[src/rtl/volume_box_mean_filter_3x3x3_core_defines.svh]
// assertion macros for the 3x3x3 box mean filter core
// expects signals named clock and reset in the module that uses them
`ifndef VOLUME_BOX_MEAN_FILTER_3X3X3_CORE_DEFINES_SVH
`define VOLUME_BOX_MEAN_FILTER_3X3X3_CORE_DEFINES_SVH

// consequent checked in the same cycle as the antecedent
`define VBMF_CHECK_NOW(label, ante, cons, msg) \
   label: assert property (@(posedge clock) disable iff (reset) (ante) |-> (cons)) \
      else $error(msg);

// consequent checked in the cycle after the antecedent
`define VBMF_CHECK_NEXT(label, ante, cons, msg) \
   label: assert property (@(posedge clock) disable iff (reset) (ante) |=> (cons)) \
      else $error(msg);

`endif

[src/rtl/vbmf_pkg.sv]
// shared types and constants for the 3x3x3 box mean filter
// no dependencies
package vbmf_pkg;

   // advance and item-present flags handed to each pipelined unit
   typedef struct packed {
      logic adv;
      logic valid;
   } pipe_ctl_type;

   localparam int CSR_IDX_W = 2;

   localparam logic [CSR_IDX_W-1:0] CSR_SIZE_X = 2'd0;
   localparam logic [CSR_IDX_W-1:0] CSR_SIZE_Y = 2'd1;
   localparam logic [CSR_IDX_W-1:0] CSR_SIZE_Z = 2'd2;

   localparam int DIVISOR    = 27;
   localparam int ROUND_HALF = 13;

endpackage

[src/rtl/vbmf_div27.sv]
// rounded signed divide by 27 using a reciprocal multiply, four stages
// depends on vbmf_pkg for the divisor, rounding offset and control struct
module vbmf_div27 #(
   parameter int SUM_W = 21,
   parameter int OUT_W = 16,
   parameter int TAG_W = 25
) (
   input  logic                       clock,
   input  logic                       reset,
   input  vbmf_pkg::pipe_ctl_type     ctl,
   input  logic signed [SUM_W-1:0]    sum,
   input  logic [TAG_W-1:0]           tag_i,
   output logic                       out_valid,
   output logic signed [OUT_W-1:0]    mean,
   output logic [TAG_W-1:0]           tag_o
);
   import vbmf_pkg::*;

   localparam int MAG_W = SUM_W - 1;
   localparam int K     = MAG_W + $clog2(DIVISOR);
   localparam int M_W   = MAG_W + 1;
   localparam int P_W   = MAG_W + M_W;
   localparam logic [M_W-1:0] RECIP =
      M_W'(((longint'(1) << K) + longint'(DIVISOR) - 1) / longint'(DIVISOR));

   logic va_ff, vb_ff, vc_ff, vd_ff;
   logic signed [SUM_W-1:0] sum_ff;
   logic [MAG_W-1:0] mag_ff, mag_in;
   logic [SUM_W-1:0] abs_v;
   logic [P_W-1:0]   prod_ff, prod_in;
   logic neg_b_ff, neg_c_ff;
   logic [OUT_W-1:0] q, mean_in;
   logic signed [OUT_W-1:0] mean_ff;
   logic [TAG_W-1:0] tag_a_ff, tag_b_ff, tag_c_ff, tag_d_ff;

   always_comb begin
      abs_v   = sum_ff[SUM_W-1] ? SUM_W'(-sum_ff) : SUM_W'(sum_ff);
      mag_in  = MAG_W'(abs_v) + MAG_W'(ROUND_HALF);
      prod_in = P_W'(mag_ff) * P_W'(RECIP);
      q       = prod_ff[K +: OUT_W];
      mean_in = neg_c_ff ? (~q + OUT_W'(1)) : q;
   end

   always_ff @(posedge clock) begin
      if (reset) begin
         va_ff <= 1'b0;
         vb_ff <= 1'b0;
         vc_ff <= 1'b0;
         vd_ff <= 1'b0;
      end else if (ctl.adv) begin
         va_ff <= ctl.valid;
         vb_ff <= va_ff;
         vc_ff <= vb_ff;
         vd_ff <= vc_ff;
      end
   end

   always_ff @(posedge clock) begin
      if (ctl.adv) begin
         sum_ff   <= sum;
         tag_a_ff <= tag_i;
         mag_ff   <= mag_in;
         neg_b_ff <= sum_ff[SUM_W-1];
         tag_b_ff <= tag_a_ff;
         prod_ff  <= prod_in;
         neg_c_ff <= neg_b_ff;
         tag_c_ff <= tag_b_ff;
         mean_ff  <= $signed(mean_in);
         tag_d_ff <= tag_c_ff;
      end
   end

   assign out_valid = vd_ff;
   assign mean      = mean_ff;
   assign tag_o     = tag_d_ff;

endmodule

[config.mk]
export PLATFORM = sky130hd
export DESIGN_NAME = vbmf_div27
export DESIGN_NICKNAME = d
export VERILOG_FILES = /design/src/rtl/volume_box_mean_filter_3x3x3_core_defines.svh /design/src/rtl/vbmf_pkg.sv /design/src/rtl/vbmf_div27.sv
export SDC_FILE = /design/constraint.sdc
export NUM_CORES = 1
export LEC_CHECK = 0
export ABC_AREA = 1
export BUFFER_PORTS_ARGS = -buffer_cell sky130_fd_sc_hd__clkbuf_2
export CORE_ASPECT_RATIO = 1.75
export CORE_MARGIN = 2
export CORE_UTILIZATION = 47
export DETAILED_ROUTE_END_ITERATION = 8
export PLACE_DENSITY = 0.76
export SKIP_LAST_GASP = 1
export SLEW_MARGIN = 5
export SYNTH_ARGS = -nofsm -noshare
export SYNTH_HDL_FRONTEND = slang
export SYNTH_SLANG_ARGS = --single-unit
[constraint.sdc]
create_clock -name clock -period 5.4 [get_ports clock]
set_input_delay 0.54 -clock clock [delete_from_list [all_inputs] [get_ports clock]]
set_output_delay 0.54 -clock clock [all_outputs]
set_load 0.01 [all_outputs]
==> key figures <==
Status
  • Status: complete, but fails checks
  • Failing checks: setup timing

Critical path
  • Crit path required time: between 5 and 6 ns
  • Worst-path cell chain: fa_2 > fa_1 > ha_1 > fa_1 > fa_1 > fa_2 > fa_1 > ha_1 > nand2_1 > buf_4 > nor2_4 > nand2_1 > o211ai_1 > nand2_1 > nand3_2 > nand2_1
  • Largest delay share family, worst path: adder cells
  • Crit-path slowest cell: fa_2
  • Reg2reg start: mag_ff[6]$_DFFE_PP_
  • CP Class: flip-flop to flip-flop
  • Setup crit end kind: flip-flop
  • Worst Reg-to-Reg Cells: 16
  • Slowest stage delay, CP: around 0.63 ns
  • RR Endpoint: prod_ff[40]$_DFFE_PP_
  • CP max FO: 4
  • Critical Path AT: between 5 and 6 ns
  • Startpoint Class: flip-flop
  • WP buf/inv: 1
  • Reg-to-reg setup timing slack: -0.13 ns

Finish
  • Fin area: around 18,000 um^2
  • Layout cells sized above 1: between 20 and 30%
  • P&R area growth vs syn: 22.7%
  • Footprint of the multi-input gates: 8720 um^2
  • Layout filler cell count: 2,402
  • Ant. Diodes: 0
  • Register area: between 5000 and 6000 um^2
  • Final nets: between 1,500 and 2,000

Clocking
  • Hold_buf cts: 0
  • CTS tree: built
  • Cts bufs inserted: 17
  • Root buf cell: clkbuf_16
  • Clock transition at path regs: 0.07 ns
  • CTS Sinks: approximately 180
  • Clk buf depth: 2
  • H-tree depth: 4
  • Clock latency at the later pin of the worst-skew pair: 0.44 ns

Die
  • Die H: ~240 um
  • Cell row count: 84
  • Die X: between 100 and 150 um
  • Top-Level Pins: between 90 and 100
  • Die ar.: 32,200 um^2
  • Initial Util: between 40 and 50%
  • Core Box Area: between 30,000 and 40,000 um^2

STA
  • Clock Skews: roughly 0.013 ns
  • Min Clock Period, post-route: roughly 5.5 ns
  • Unrepaired setup endpoints after global routing: yes
  • Setup violators final: 10
  • Max-slew headroom: 33.8%
  • Final Hold Fails: 0
  • Period utilisation layout: 102%
  • Pin slew with the least headroom to its limit: slightly below 1 ns
  • Max Clk Rate: between 150 and 200 MHz
  • Setup ws final: -0.134 ns
  • Max-slew violations: 0

Detailed routing
  • Drt pass-1 iters: 5
  • Post-route ant nets: 0
  • Vias: a little over 10,000
  • WL final: around 36,000 um
  • DRC viols: 0
  • Vias per Instance: a little over 5
  • WL/cell: 18.0 um
  • Initial DRC count: approximately 420

Global route
  • Total GRT Usage: between 20% and 30%
  • Gr ovfl total: 0
  • Largest net degree at the start of global routing: approximately 120
  • Initial antenna violation count: 0
  • Vias in the first global route: 11,310
  • Global-route wire length before repair: 57,100 um

Synthesis
  • Yosys reg bits: roughly 180
  • Most used DFF post-synth: edfxtp_1
  • Syn nets: 1,764
  • Top cell type by total area after synthesis: edfxtp_1
  • Syn Area/Cell: ~10 um^2
  • Number of synthesized flops with an enable pin: 175
  • Async set-reset flop share out of synthesis: 0%
  • Count leader, synth: inv_1
  • Top post-synthesis cells by count: inv_1 (292), nand2_1 (232), ha_1 (190), edfxtp_1 (175), fa_1 (138)
  • Synth top area cells: edfxtp_1 (36%), fa_1 (19%), ha_1 (16%), inv_1 (7.6%), nand2_1 (6.0%)
  • Distinct cell type count after synthesis: 39
  • Share of the synthesized area in the top cell type: 36.4%
  • Mapped Cells: between 1,000 and 1,500
  • Seq/Total Area, Yosys: a little under two fifths
  • Netlist Area Pre-Place: 14,400 um^2
  • Syn. warnings: 0

Min path
  • Worst Hold Path Cells: 1
  • Hold path start: sum[0]
  • Class of the worst hold path: primary input to flip-flop
  • Worst Hold End: sum_ff[0]$_DFFE_PP_

Placed design
  • Post-DP HPWL: approximately 30,000 um
  • Routability cong.: 0.996
  • PortBufs: between 90 and 100
  • Placed cell area: 16,300 um^2
  • Place WS: -0.301 ns

Run
  • Max cap viols: 0
==> sequential cells by signal, indices dropped and copies added (netlist names) <==
register / cells
mag_ff: 20
mean: 16
neg_b_ff: 1
neg_c_ff: 1
out_valid: 1
prod_ff: 16
sum_ff: 21
tag_a_ff: 25
tag_b_ff: 25
tag_c_ff: 25
tag_o: 25
va_ff: 1
vb_ff: 1
vc_ff: 1
==> how the worst max path moves through the flow <==
stage                   startpoint               endpoint  depth (start not counted)
2_1_floorplan  mag_ff[2]$_DFFE_PP_  prod_ff[40]$_DFFE_PP_                         23
3_3_place_gp   mag_ff[3]$_DFFE_PP_  prod_ff[32]$_DFFE_PP_                         20
5_1_grt        mag_ff[3]$_DFFE_PP_  prod_ff[40]$_DFFE_PP_                         22
4_1_cts        mag_ff[3]$_DFFE_PP_  prod_ff[32]$_DFFE_PP_                         23
6_report       mag_ff[6]$_DFFE_PP_  prod_ff[40]$_DFFE_PP_                         16
3_5_place_dp   mag_ff[2]$_DFFE_PP_  prod_ff[32]$_DFFE_PP_                         21
==> cell usage in the layout, fill, tap and decap left out, types with 5 or more instances in the layout <==
master     netlist  layout
nor2_1          96      77
fa_2             0       7
nor3_1          13       7
nand2_1        232     214
buf_4            0     123
o21ai_0         25      17
a21oi_1         43      31
ha_1           190     153
a21oi_2          0      10
edfxtp_1       175     175
ha_4             0      33
fa_1           138     131
inv_1          292     279
nand2_4          2      10
nand3b_1         5       5
nor2_2           5      17
clkbuf_2         0      90
clkbuf_16        0      17
nor2_4           6      13
inv_2            5      18
nor3_2           1       5
buf_6            3       5
o21bai_1         7       6
nand3_1         60      56
xor2_1          24      22
xnor2_1         13      13
o21ai_1          1       6
nand2_2         17      27
nand4_1          6       6
nand3_2          3       7
==> cells by family (layout without fill, tap and decap cells) <==
kind of cell	Yosys count	after routing	share of synthesized area, %
AOI/OAI and AO/OA	91	91	3.54
and+or+nand+nor	449	449	13.6
DFF	179	179	37.0
buffers and inverters	302	547	8.02
adders and majority gates	328	328	35.6
xor gates and xnor gates	37	37	2.25
==> through the flow <==
step / util, % / setup TNS, ns / cells / hold slack (ns)
final: 58.7 / -0.623 / 2018 / 0.275
after global routing: 58.7 / -3.58 / 2018 / 0.256
after CTS: 57.6 / -0.708 / 2013 / 0.258
after detailed placement: 54.0 / -3.54 / 1977 / 0.405
after global placement: 54.0 / -3.51 / 1977 / 0.403
after floorplan: - / 0 / 1386 / 0.400
==> layer usage <==
layer | vias to the layer above | share of wire, % | global-route usage, %
li1 | 4923 | - | -
met1 | 4946 | 33 | 22.9
met2 | 260 | 56 | 44.9
met3 | 114 | 3.0 | 3.51
met4 | 0 | 7.9 | 17.1
met5 | - | 0 | 0
==> layout make-up <==
class                           count  share of cell area [%]
Sequential cell                   179                    30.1
Timing Repair Buffer              218                    8.08
Tap cell                          387                    2.73
Inverter                          297                    6.30
Multi-Input combinational cell    905                    49.2
Clock inverter                     15                    1.11
Clock buffer                       17                    2.40
==> repair_timing <==
action	in CTS	in global routing
pin swaps	48	40
gates resized for setup	82	64
setup endpoints to repair	16	16
buffers inserted	4	6
Power is left out: the tool's default activity adds up to more than one toggle a clock period on the data nets, which glitch-free logic cannot reach.
